`src/hdl/dtq_pkg.sv`:
```
// Shared types and constants of the deadline timer queue.
// Depends on nothing; every other file of the block but dtq_ifs uses it.
`timescale 1ns / 1ps

package dtq_pkg;

	localparam int MAX_RESULTS = 16;
	localparam int RESULT_CNT_W = $clog2(MAX_RESULTS + 1);
	localparam int STAMP_W = 64;
	localparam int HANDLE_W = 16;

	typedef enum logic [1:0] {
		OP_INSERT = 2'd0,
		OP_CANCEL = 2'd1,
		OP_TICK   = 2'd2,
		OP_FLUSH  = 2'd3
	} op_t;

	typedef enum logic [2:0] {
		KIND_INSERTED  = 3'd0,
		KIND_FULL      = 3'd1,
		KIND_EXPIRED   = 3'd2,
		KIND_CANCELLED = 3'd3,
		KIND_NOTFOUND  = 3'd4,
		KIND_SHUTDOWN  = 3'd5
	} kind_t;

	// The stamp is the deadline for an insert and the advanced time for a tick.
	typedef struct packed {
		op_t                 op;
		logic [HANDLE_W-1:0] handle;
		logic [STAMP_W-1:0]  stamp;
		logic [7:0]          reason;
	} cmd_t;

endpackage

```
`src/hdl/dtq_ifs.sv`:
```
// Request and result channel interfaces of the deadline timer queue.
// Standalone; no package is needed.
`timescale 1ns / 1ps

interface dtq_req_if;
	logic        valid;
	logic        ready;
	logic [1:0]  operation;
	logic [15:0] handle;
	logic [30:0] duration;
	logic [7:0]  reason;

	modport source (output valid, output operation, output handle, output duration,
		output reason, input ready);
	modport sink (input valid, input operation, input handle, input duration,
		input reason, output ready);
endinterface

interface dtq_rsp_if;
	logic        valid;
	logic        ready;
	logic [2:0]  kind;
	logic [15:0] out_handle;
	logic [7:0]  out_reason;
	logic        becomes_first;
	logic        last;

	modport source (output valid, output kind, output out_handle, output out_reason,
		output becomes_first, output last, input ready);
	modport sink (input valid, input kind, input out_handle, input out_reason,
		input becomes_first, input last, output ready);
endinterface

```
`src/hdl/deadline_timer_queue_top.sv`:
```
// Top level of the deadline timer queue: front end, command queue, back end.
// Depends on dtq_pkg, dtq_ifs, dtq_front, dtq_fifo and dtq_back.
//
//   channel | dir | fields
//   req     | in  | operation, handle, duration, reason
//   rsp     | out | kind, out_handle, out_reason, becomes_first, last
//
// In the back end an insert or cancel scans the pending entries: the scan
// steps over one entry per cycle until it finds the place or the end.
// A tick or flush releases head entries, one per cycle unless rsp stalls.
// Reset clears time, the entry count and the queues; no clearing pass runs.
// The front end keeps accepting until the two-entry command queue is full.
`timescale 1ns / 1ps

module deadline_timer_queue_top #(
	parameter int DEPTH = 16,
	parameter int HANDLE_BITS = 16,
	parameter int TIME_BITS = 32
) (
	input  logic      clk,
	input  logic      arst_n,
	dtq_req_if.sink   req,
	dtq_rsp_if.source rsp
);

	dtq_pkg::cmd_t push_cmd;
	dtq_pkg::cmd_t head_cmd;
	logic          push;
	logic          full;
	logic          nonempty;
	logic          pop;

	dtq_front #(.HANDLE_BITS(HANDLE_BITS), .TIME_BITS(TIME_BITS)) u_front (
		.clk      (clk),
		.arst_n   (arst_n),
		.req      (req),
		.cmd      (push_cmd),
		.cmd_push (push),
		.cmd_full (full)
	);

	dtq_fifo u_fifo (
		.clk      (clk),
		.arst_n   (arst_n),
		.wr_data  (push_cmd),
		.push     (push),
		.full     (full),
		.rd_data  (head_cmd),
		.nonempty (nonempty),
		.pop      (pop)
	);

	dtq_back #(.DEPTH(DEPTH), .HANDLE_BITS(HANDLE_BITS), .TIME_BITS(TIME_BITS)) u_back (
		.clk       (clk),
		.arst_n    (arst_n),
		.cmd       (head_cmd),
		.cmd_valid (nonempty),
		.cmd_pop   (pop),
		.rsp       (rsp)
	);

endmodule

```
`src/hdl/dtq_front.sv`:
```
// Front end: accepts request words, keeps the tick counter and forms commands.
// Depends on dtq_pkg and dtq_req_if.
`timescale 1ns / 1ps

module dtq_front #(
	parameter int HANDLE_BITS = 16,
	parameter int TIME_BITS = 32
) (
	input  logic            clk,
	input  logic            arst_n,
	dtq_req_if.sink         req,
	output dtq_pkg::cmd_t   cmd,
	output logic            cmd_push,
	input  logic            cmd_full
);

	localparam int HW = (HANDLE_BITS < dtq_pkg::HANDLE_W) ? HANDLE_BITS : dtq_pkg::HANDLE_W;
	localparam logic [dtq_pkg::HANDLE_W-1:0] HMASK =
		dtq_pkg::HANDLE_W'((33'd1 << HW) - 33'd1);

	logic [TIME_BITS-1:0] now_q;
	logic [TIME_BITS-1:0] now_next;
	logic [TIME_BITS-1:0] deadline;
	logic [63:0]          sum;

	assign req.ready = !cmd_full;
	assign cmd_push  = req.valid && !cmd_full;

	assign sum      = 64'(now_q) + 64'(req.duration);
	assign deadline = sum[TIME_BITS-1:0];
	assign now_next = TIME_BITS'(now_q + 1'b1);

	always_comb begin
		cmd.op     = dtq_pkg::op_t'(req.operation);
		cmd.handle = req.handle & HMASK;
		cmd.reason = req.reason;
		if (dtq_pkg::op_t'(req.operation) == dtq_pkg::OP_TICK) begin
			cmd.stamp = dtq_pkg::STAMP_W'(now_next);
		end else begin
			cmd.stamp = dtq_pkg::STAMP_W'(deadline);
		end
	end

	always_ff @(posedge clk or negedge arst_n) begin
		if (!arst_n) begin
			now_q <= '0;
		end else if (cmd_push && dtq_pkg::op_t'(req.operation) == dtq_pkg::OP_TICK) begin
			now_q <= now_next;
		end
	end

endmodule

```
`src/hdl/dtq_fifo.sv`:
```
// Two-entry command queue between the front end and the back end.
// Depends on dtq_pkg.
`timescale 1ns / 1ps

module dtq_fifo (
	input  logic          clk,
	input  logic          arst_n,
	input  dtq_pkg::cmd_t wr_data,
	input  logic          push,
	output logic          full,
	output dtq_pkg::cmd_t rd_data,
	output logic          nonempty,
	input  logic          pop
);

	dtq_pkg::cmd_t mem_q [2];
	logic          wr_ptr_q;
	logic          rd_ptr_q;
	logic [1:0]    count_q;

	assign full     = count_q == 2'd2;
	assign nonempty = count_q != 2'd0;
	assign rd_data  = mem_q[rd_ptr_q];

	always_ff @(posedge clk) begin
		if (push) begin
			mem_q[wr_ptr_q] <= wr_data;
		end
	end

	always_ff @(posedge clk or negedge arst_n) begin
		if (!arst_n) begin
			wr_ptr_q <= 1'b0;
			rd_ptr_q <= 1'b0;
			count_q  <= 2'd0;
		end else begin
			if (push) begin
				wr_ptr_q <= !wr_ptr_q;
			end
			if (pop) begin
				rd_ptr_q <= !rd_ptr_q;
			end
			count_q <= 2'(count_q + {1'b0, push} - {1'b0, pop});
		end
	end

endmodule

```
`src/hdl/dtq_back.sv`:
```
// Back end: sorted entry cells, scan and release sequencer, result register.
// Depends on dtq_pkg and dtq_rsp_if.
`timescale 1ns / 1ps

module dtq_back #(
	parameter int DEPTH = 16,
	parameter int HANDLE_BITS = 16,
	parameter int TIME_BITS = 32
) (
	input  logic          clk,
	input  logic          arst_n,
	input  dtq_pkg::cmd_t cmd,
	input  logic          cmd_valid,
	output logic          cmd_pop,
	dtq_rsp_if.source     rsp
);

	localparam int HW = (HANDLE_BITS < dtq_pkg::HANDLE_W) ? HANDLE_BITS : dtq_pkg::HANDLE_W;
	localparam int CW = $clog2(DEPTH + 1);
	localparam int KW = dtq_pkg::RESULT_CNT_W;

	typedef enum logic [1:0] {ST_IDLE, ST_SCAN, ST_DO, ST_REL} state_t;

	function automatic logic earlier(input logic [TIME_BITS-1:0] a,
		input logic [TIME_BITS-1:0] b);
		logic [TIME_BITS-1:0] d;
		d = TIME_BITS'(a - b);
		return d[TIME_BITS-1];
	endfunction

	state_t               st_q;
	dtq_pkg::cmd_t        cmd_q;
	logic [CW-1:0]        cnt_q;
	logic [CW-1:0]        pos_q;
	logic [KW-1:0]        k_q;
	logic [DEPTH-1:0]     hit_q;
	logic [DEPTH-1:0]     hit_n;
	logic [TIME_BITS-1:0] dl_q [DEPTH];
	logic [HW-1:0]        hd_q [DEPTH];
	logic [TIME_BITS-1:0] dl_up [DEPTH];
	logic [TIME_BITS-1:0] dl_dn [DEPTH];
	logic [HW-1:0]        hd_up [DEPTH];
	logic [HW-1:0]        hd_dn [DEPTH];
	logic                 ov_q;
	dtq_pkg::kind_t       kind_q;
	logic [15:0]          handle_q;
	logic [7:0]           reason_q;
	logic                 first_q;
	logic                 last_q;

	logic [TIME_BITS-1:0] cur_stamp;
	logic                 out_free;
	logic                 is_full;
	logic                 found;
	logic                 is_tick;
	logic                 rel_go;
	logic                 rel_more;
	logic                 ins_en;
	logic                 rem_en;

	assign cur_stamp = cmd_q.stamp[TIME_BITS-1:0];
	assign out_free  = !ov_q || rsp.ready;
	assign is_full   = cnt_q == CW'(DEPTH);
	assign found     = pos_q != cnt_q;
	assign is_tick   = cmd_q.op == dtq_pkg::OP_TICK;
	assign rel_go    = (cnt_q != '0) && (k_q != KW'(dtq_pkg::MAX_RESULTS))
		&& !(is_tick && earlier(cur_stamp, dl_q[0]));
	assign rel_more  = (cnt_q != CW'(1)) && (KW'(k_q + 1'b1) != KW'(dtq_pkg::MAX_RESULTS))
		&& !(is_tick && earlier(cur_stamp, dl_q[1]));
	assign ins_en    = st_q == ST_DO && out_free && cmd_q.op == dtq_pkg::OP_INSERT && !is_full;
	assign rem_en    = (st_q == ST_DO && out_free && cmd_q.op == dtq_pkg::OP_CANCEL && found)
		|| (st_q == ST_REL && out_free && rel_go);
	assign cmd_pop   = st_q == ST_IDLE && cmd_valid;

	always_comb begin
		for (int i = 0; i < DEPTH; i++) begin
			if (cmd.op == dtq_pkg::OP_INSERT) begin
				hit_n[i] = (CW'(i) < cnt_q) && earlier(cmd.stamp[TIME_BITS-1:0], dl_q[i]);
			end else begin
				hit_n[i] = (CW'(i) < cnt_q) && (hd_q[i] == cmd.handle[HW-1:0]);
			end
		end
	end

	for (genvar g = 0; g < DEPTH; g++) begin : g_cell
		if (g == 0) begin : g_head
			assign dl_up[g] = '0;
			assign hd_up[g] = '0;
		end else begin : g_body
			assign dl_up[g] = dl_q[g-1];
			assign hd_up[g] = hd_q[g-1];
		end
		if (g == DEPTH - 1) begin : g_tail
			assign dl_dn[g] = '0;
			assign hd_dn[g] = '0;
		end else begin : g_inner
			assign dl_dn[g] = dl_q[g+1];
			assign hd_dn[g] = hd_q[g+1];
		end

		always_ff @(posedge clk) begin
			if (ins_en) begin
				if (CW'(g) == pos_q) begin
					dl_q[g] <= cur_stamp;
					hd_q[g] <= cmd_q.handle[HW-1:0];
				end else if (CW'(g) > pos_q) begin
					dl_q[g] <= dl_up[g];
					hd_q[g] <= hd_up[g];
				end
			end else if (rem_en && CW'(g) >= pos_q) begin
				dl_q[g] <= dl_dn[g];
				hd_q[g] <= hd_dn[g];
			end
		end
	end

	always_ff @(posedge clk or negedge arst_n) begin
		if (!arst_n) begin
			st_q     <= ST_IDLE;
			cmd_q    <= '0;
			cnt_q    <= '0;
			pos_q    <= '0;
			k_q      <= '0;
			hit_q    <= '0;
			ov_q     <= 1'b0;
			kind_q   <= dtq_pkg::KIND_INSERTED;
			handle_q <= '0;
			reason_q <= '0;
			first_q  <= 1'b0;
			last_q   <= 1'b0;
		end else begin
			if (ov_q && rsp.ready) begin
				ov_q <= 1'b0;
			end
			unique case (st_q)
				ST_IDLE: begin
					if (cmd_valid) begin
						cmd_q <= cmd;
						pos_q <= '0;
						k_q   <= '0;
						hit_q <= hit_n;
						if (cmd.op == dtq_pkg::OP_INSERT || cmd.op == dtq_pkg::OP_CANCEL) begin
							st_q <= ST_SCAN;
						end else begin
							st_q <= ST_REL;
						end
					end
				end
				ST_SCAN: begin
					if (pos_q == cnt_q || hit_q[0]) begin
						st_q <= ST_DO;
					end else begin
						pos_q <= CW'(pos_q + 1'b1);
						hit_q <= hit_q >> 1;
					end
				end
				ST_DO: begin
					if (out_free) begin
						ov_q     <= 1'b1;
						handle_q <= cmd_q.handle;
						last_q   <= 1'b1;
						if (cmd_q.op == dtq_pkg::OP_INSERT) begin
							reason_q <= '0;
							if (is_full) begin
								kind_q  <= dtq_pkg::KIND_FULL;
								first_q <= 1'b0;
							end else begin
								kind_q  <= dtq_pkg::KIND_INSERTED;
								first_q <= pos_q == '0;
								cnt_q   <= CW'(cnt_q + 1'b1);
							end
						end else begin
							reason_q <= cmd_q.reason;
							first_q  <= 1'b0;
							if (found) begin
								kind_q <= dtq_pkg::KIND_CANCELLED;
								cnt_q  <= CW'(cnt_q - 1'b1);
							end else begin
								kind_q <= dtq_pkg::KIND_NOTFOUND;
							end
						end
						st_q <= ST_IDLE;
					end
				end
				ST_REL: begin
					if (!rel_go) begin
						st_q <= ST_IDLE;
					end else if (out_free) begin
						ov_q     <= 1'b1;
						kind_q   <= is_tick ? dtq_pkg::KIND_EXPIRED : dtq_pkg::KIND_SHUTDOWN;
						handle_q <= 16'(hd_q[0]);
						reason_q <= '0;
						first_q  <= 1'b0;
						last_q   <= !rel_more;
						cnt_q    <= CW'(cnt_q - 1'b1);
						k_q      <= KW'(k_q + 1'b1);
					end
				end
				default: st_q <= ST_IDLE;
			endcase
		end
	end

	assign rsp.valid         = ov_q;
	assign rsp.kind          = kind_q;
	assign rsp.out_handle    = handle_q;
	assign rsp.out_reason    = reason_q;
	assign rsp.becomes_first = first_q;
	assign rsp.last          = last_q;

	a_cnt_bound: assert property (@(posedge clk) disable iff (!arst_n)
		cnt_q <= CW'(DEPTH))
		else $error("entry count exceeds depth");

	a_scan_bound: assert property (@(posedge clk) disable iff (!arst_n)
		st_q == ST_SCAN |-> pos_q <= cnt_q)
		else $error("scan position beyond filled entries");

	a_full_kind: assert property (@(posedge clk) disable iff (!arst_n)
		(ov_q && kind_q == dtq_pkg::KIND_FULL) |-> is_full)
		else $error("full reported while an entry is free");

endmodule

```
`src/flat_wrapper.sv`:
```
// flat-port wrapper written by rule: the top's interface ports become plain ports
module deadline_timer_queue_top_flat 
#(
	parameter int DEPTH = 16,
	parameter int HANDLE_BITS = 16,
	parameter int TIME_BITS = 32
)
  (clk, arst_n, req_valid, req_operation, req_handle, req_duration, req_reason, req_ready, rsp_valid, rsp_kind, rsp_out_handle, rsp_out_reason, rsp_becomes_first, rsp_last, rsp_ready);
  dtq_req_if req_i ();
  dtq_rsp_if rsp_i ();
  input  logic clk;
  input  logic arst_n;
  input wire logic [$bits(req_i.valid)-1:0] req_valid;
  input wire logic [$bits(req_i.operation)-1:0] req_operation;
  input wire logic [$bits(req_i.handle)-1:0] req_handle;
  input wire logic [$bits(req_i.duration)-1:0] req_duration;
  input wire logic [$bits(req_i.reason)-1:0] req_reason;
  output wire logic [$bits(req_i.ready)-1:0] req_ready;
  output wire logic [$bits(rsp_i.valid)-1:0] rsp_valid;
  output wire logic [$bits(rsp_i.kind)-1:0] rsp_kind;
  output wire logic [$bits(rsp_i.out_handle)-1:0] rsp_out_handle;
  output wire logic [$bits(rsp_i.out_reason)-1:0] rsp_out_reason;
  output wire logic [$bits(rsp_i.becomes_first)-1:0] rsp_becomes_first;
  output wire logic [$bits(rsp_i.last)-1:0] rsp_last;
  input wire logic [$bits(rsp_i.ready)-1:0] rsp_ready;
  assign req_i.valid = req_valid;
  assign req_i.operation = req_operation;
  assign req_i.handle = req_handle;
  assign req_i.duration = req_duration;
  assign req_i.reason = req_reason;
  assign req_ready = req_i.ready;
  assign rsp_valid = rsp_i.valid;
  assign rsp_kind = rsp_i.kind;
  assign rsp_out_handle = rsp_i.out_handle;
  assign rsp_out_reason = rsp_i.out_reason;
  assign rsp_becomes_first = rsp_i.becomes_first;
  assign rsp_last = rsp_i.last;
  assign rsp_i.ready = rsp_ready;
  deadline_timer_queue_top #(.DEPTH(DEPTH), .HANDLE_BITS(HANDLE_BITS), .TIME_BITS(TIME_BITS)) u_core (.clk(clk), .arst_n(arst_n), .req(req_i), .rsp(rsp_i));
endmodule
```
`config.mk`:
```
export PLATFORM = sky130hd
export DESIGN_NAME = deadline_timer_queue_top_flat
export DESIGN_NICKNAME = d
export VERILOG_FILES = /design/src/hdl/dtq_pkg.sv /design/src/hdl/dtq_ifs.sv /design/src/hdl/deadline_timer_queue_top.sv /design/src/hdl/dtq_front.sv /design/src/hdl/dtq_fifo.sv /design/src/hdl/dtq_back.sv /design/src/flat_wrapper.sv
export SDC_FILE = /design/constraint.sdc
export NUM_CORES = 2
export LEC_CHECK = 0
export CAP_MARGIN = 20
export CORE_AREA = 4 4 257 511
export DETAILED_ROUTE_END_ITERATION = 8
export DIE_AREA = 0 0 261 515
export DONT_BUFFER_PORTS = 1
export PLACE_DENSITY_LB_ADDON = 0.12
export SYNTH_ARGS = -nofsm -noshare
export SYNTH_HDL_FRONTEND = slang
export SYNTH_SLANG_ARGS = --single-unit
```
`constraint.sdc`:
```
create_clock -name clk -period 5.62 [get_ports clk]
set_input_delay 0.281 -clock clk [delete_from_list [all_inputs] [get_ports clk]]
set_output_delay 0.281 -clock clk [all_outputs]
set_load 0.02 [all_outputs]
```
==> results by stage <==
Outcome:
- The flow ran to the end, and the final reports show no timing, DRC or antenna violations.

Yosys:
- The mean instance size in the synthesized netlist is 10.2 um2.
- The synthesized design contains 884 enable-type register cells.
- Yosys mapped the design onto 87 distinct sky130hd cell types.
- Ranked by instance count, the synthesized netlist is headed by sky130_fd_sc_hd__edfxtp_1, sky130_fd_sc_hd__a21oi_1, sky130_fd_sc_hd__nor2_1.
- Sequential cells were found to cover 43.7% of the synthesized design area.
- Counting every net in the synthesized netlist gives 7489.
- After synthesis, the cell types taking the most area are sky130_fd_sc_hd__edfxtp_1, sky130_fd_sc_hd__ha_1, sky130_fd_sc_hd__mux2i_1.
- The cell area after synthesis is 69700 um2.
- The largest area contributor in the netlist is sky130_fd_sc_hd__edfxtp_1.
- The synthesized design devotes to its leading area cell type 38.1% of total area.
- The flip-flop and latch count after synthesis is 1041.
- Of all flip-flops after synthesis, the portion carrying an async set or reset was 15.1%.
- During synthesis, Yosys emitted a total of 0 warnings.
- Counting every instance in the synthesized netlist gives 6844.
- In the synthesized netlist the dominant register cell turns out to be sky130_fd_sc_hd__edfxtp_1.
- The most common cell in the synthesized netlist is sky130_fd_sc_hd__edfxtp_1.

Place:
- The area after detailed placement is 72500 um2.
- The setup slack after placement is ~0.65 ns.
- The number of I/O port buffers is 0.
- The global placement routability congestion is roughly 1.
- The half-perimeter wire length after detailed placement is 189 mm.
- The cell count after placement is 8308.

Routing:
- The wire length after detailed routing is 252 mm.
- The average wire length per cell after detail routing is 29.5 um.
- The post-detailed-route count of antenna-violating nets is 0.
- The detailed-routing iteration count for the pre-antenna-repair pass is 5.
- Using the TritonRoute via totals, the vias-per-cell ratio works out to 6.38.
- The detailed router's first-iteration violation count is 4068.
- For this run, design rule violations remaining after detail routing come to 0.
- The via count is roughly 55000.

Global route:
- The most used routing layer is met2.
- The global-route met3 utilization is slightly below 6%.
- The first global-routing pass estimated 365 mm of wire.
- Global routing used 32.9% of the available met1 tracks.
- The maximum number of pins on one net before global-route repair is 158.
- The initial antenna violation count was 6.
- For this run the aggregate overflow at the end of global routing stands at 0.
- For this run, the total global-route usage over all layers was measured as 37.0%.
- In the global route stage, met2 resource usage came out at 67.4%.
- The via count of the first global-routing pass is 57300.

Cells and area:
- The layout cell share with drive strength beyond 1 is 12.6%.
- The final layout contains 7409 nets.
- The number of standard cells in the layout, taps in and fillers out is between 8000 and 9000.
- The finished cells cover 76500 um2.
- The layout overhead on the synthesized area is 9.87%.

Floorplan:
- The core region is 127000 um2.
- The width of the chip is 261 um.
- The die covers 134000 um2.
- The number of placement rows is around 190.
- For this design the top-level I/O count stands at 92.
- The starting density of the core is between 50% and 60%.
- The floorplan step set the die height to 515 um.

Critical path:
- For this design, the slowest cell found on the critical path is sky130_fd_sc_hd__nor4_1.
- The type of element capturing the critical path is a flop.
- For this run, the slowest stage of the critical path takes 0.83 ns.
- Data on the critical path arrives at its endpoint at 5.60 ns.
- In this run the worst path has a maximum fanout of 26.
- STA classifies the critical path startpoint as a flop.
- Walking the worst path, the cells encountered are mux2_2 -> ha_1 -> nand4_1 -> or3_1 -> nor4_1 -> o211ai_1 -> nor3_1 -> a211oi_1 -> xnor2_1 -> o41ai_1.
- The required time of the critical path is 6.24 ns.
- The worst setup path is of the flop to flop kind.

Timing:
- The final setup violation count is 0.
- The transition time at the pin with the least slew margin is roughly 1.3 ns.
- Static timing analysis puts the maximum clock frequency at between 200 and 250 MHz.
- The setup clock skew after layout is 0.0305 ns.
- Once routing completed, OpenROAD measured the worst setup slack at about 0.64 ns.
- The worst path in the final design needs a cycle of 4.98 ns, including I/O delays and setup.
- The final critical path takes up ~90% of the cycle.
- Setup repair after global routing left no endpoint under its margin.
- The final count of pins violating max slew was 0.
- The number of hold violations in the final report came to 0.
- The worst pin sits at a relative slew slack of 10.7%.

Run:
- The number of max-cap violations is 0.

Clocking:
- The count of instances resized after the clock tree is built is 0.
- The clock tree synthesis step divided the H-tree into 3 levels.
- The buffer depth of the longest clock path is 3.
- Clock tree synthesis inserted a total of a little over 100 buffers.
- In this run the post-CTS setup repair buffer count came out at 0.
- The TritonCTS clock tree is built.
- The clock latency on the worst-skew pair is 0.75 ns.
- The number of hold buffers added after CTS is 32.
- The number of sinks handled by clock tree synthesis is 1041.
- The cell sitting at the root of the clock tree is a sky130_fd_sc_hd__clkbuf_16.
- The register clock-pin slew on the reported worst setup and hold paths is 0.07 ns.

Min path:
- The min-delay analysis places its worst path in the category input pin to flop.
-- worst paths after layout --
path	slack (ns)	start	end	cells after the start
hold reg to reg	0.49	u_core.u_back.cmd_q[6]	u_core.u_back.cmd_q[6]	2
setup / recovery	0.64	u_core.u_fifo.rd_ptr_q	u_core.u_back.hit_q[3]	10
max in group asynchronous	4.27	arst_n	u_core.u_fifo.rd_ptr_q	2
setup reg to reg	0.64	u_core.u_fifo.rd_ptr_q	u_core.u_back.hit_q[3]	10
hold / removal	0.06	rsp_ready	u_core.u_back.st_q[1]	4
min in group asynchronous	0.12	arst_n	u_core.u_back.cmd_q[5]	2
-- sequential cells by signal (all words and copies together) (netlist names), 2 cells and up --
name	flops
u_core.u_back.k_q	5
u_core.u_back.hit_q	16
u_core.u_back.rsp.kind	3
u_core.u_back.cnt_q	5
u_core.u_fifo.count_q	2
u_core.u_back.pos_q	5
u_core.u_front.now_q	32
u_core.u_back.rsp.out_reason	8
u_core.u_fifo.mem_q	116
u_core.u_back.cmd_q	58
u_core.u_back.hd_q	256
u_core.u_back.dl_q	512
u_core.u_back.st_q	2
u_core.u_back.rsp.out_handle	16
-- cell families (layout without fill, tap and decap cells) --
group	after synthesis	count (layout)	synth area share (%)
AOI/OAI and AO/OA	1415	1415	12.3
xor gates and xnor gates	390	390	4.90
adders and majority gates	584	584	10.5
buffers and inverters	966	975	5.55
DFF	1041	1041	43.7
muxes	824	824	12.6
other	0	4	0
and+or+nand+nor	1624	1624	10.4
-- worst max-delay path, delay by kind of cell, from the launching register on --
kind	cells	cell delay [ns]
adder cells (fa/ha/maj)	1	0.42
multiplexers	1	0.66
flip-flops	1	0.72
XOR/XNOR	1	0.22
AO/OA/AOI/OAI	3	0.84
AND/OR/NAND/NOR	4	1.93
-- layer usage --
layer	vias up	share of wire (%)
met4	2	13
met3	1175	5.2
li1	24600	-
met1	26400	30
met2	2340	52
met5	-	0.0052
-- layout by cell type (no fill, tap or decap), types with 13 or more instances in the layout --
cell type / synthesis / routed
sky130_fd_sc_hd__ha_1: 583 / 583
sky130_fd_sc_hd__bufinv_16: 0 / 14
sky130_fd_sc_hd__o21a_1: 23 / 23
sky130_fd_sc_hd__and3_1: 19 / 18
sky130_fd_sc_hd__o221a_2: 48 / 48
sky130_fd_sc_hd__dlygate4sd3_1: 0 / 31
sky130_fd_sc_hd__o21ai_0: 291 / 291
sky130_fd_sc_hd__dfrtp_1: 157 / 156
sky130_fd_sc_hd__a21o_1: 144 / 140
sky130_fd_sc_hd__mux2_2: 320 / 320
sky130_fd_sc_hd__buf_12: 2 / 27
sky130_fd_sc_hd__nor2_1: 584 / 577
sky130_fd_sc_hd__nand2_1: 496 / 487
sky130_fd_sc_hd__nor4_1: 54 / 54
sky130_fd_sc_hd__edfxtp_1: 884 / 884
sky130_fd_sc_hd__nand4_1: 153 / 153
sky130_fd_sc_hd__nand3_1: 165 / 164
sky130_fd_sc_hd__inv_1: 530 / 527
sky130_fd_sc_hd__o211ai_1: 38 / 38
sky130_fd_sc_hd__or3_1: 26 / 24
sky130_fd_sc_hd__clkbuf_16: 0 / 110
sky130_fd_sc_hd__a21oi_1: 632 / 624
sky130_fd_sc_hd__mux2i_4: 0 / 16
sky130_fd_sc_hd__mux2_1: 34 / 34
sky130_fd_sc_hd__xor2_1: 158 / 158
sky130_fd_sc_hd__nor3_1: 63 / 56
sky130_fd_sc_hd__a31oi_1: 42 / 41
sky130_fd_sc_hd__nor2b_1: 21 / 18
sky130_fd_sc_hd__xnor2_1: 232 / 232
sky130_fd_sc_hd__buf_4: 16 / 190
sky130_fd_sc_hd__a221oi_1: 17 / 17
sky130_fd_sc_hd__clkinv_2: 0 / 13
sky130_fd_sc_hd__clkbuf_1: 279 / 18
sky130_fd_sc_hd__mux2i_1: 451 / 445
sky130_fd_sc_hd__a211oi_1: 48 / 46
-- through the flow --
stage	utilization, %	hold WS, ns	setup TNS (ns)
final	60.2	0.0592	0
after global routing	60.2	0.0729	0
after CTS	60.2	0.0383	0
after detailed placement	57.0	-0.00686	0
after global placement	57.0	-0.00851	0
after floorplan	-	-0.0146	-20.93
-- cell type report --
| class | instances | area (um2) |
|---|---|---|
| Fill cell | 10800 | 50500 |
| Antenna cell | 4 | 10.0 |
| Multi-Input combinational cell | 4837 | 35900 |
| Timing Repair Buffer | 252 | 2390 |
| Clock inverter | 53 | 677 |
| Inverter | 530 | 1990 |
| Clock buffer | 140 | 2990 |
| Tap cell | 1683 | 2110 |
| Sequential cell | 1041 | 30500 |
Power is not shown: default switching activity piles up to over one toggle a cycle in this logic, so the estimate is an artifact.
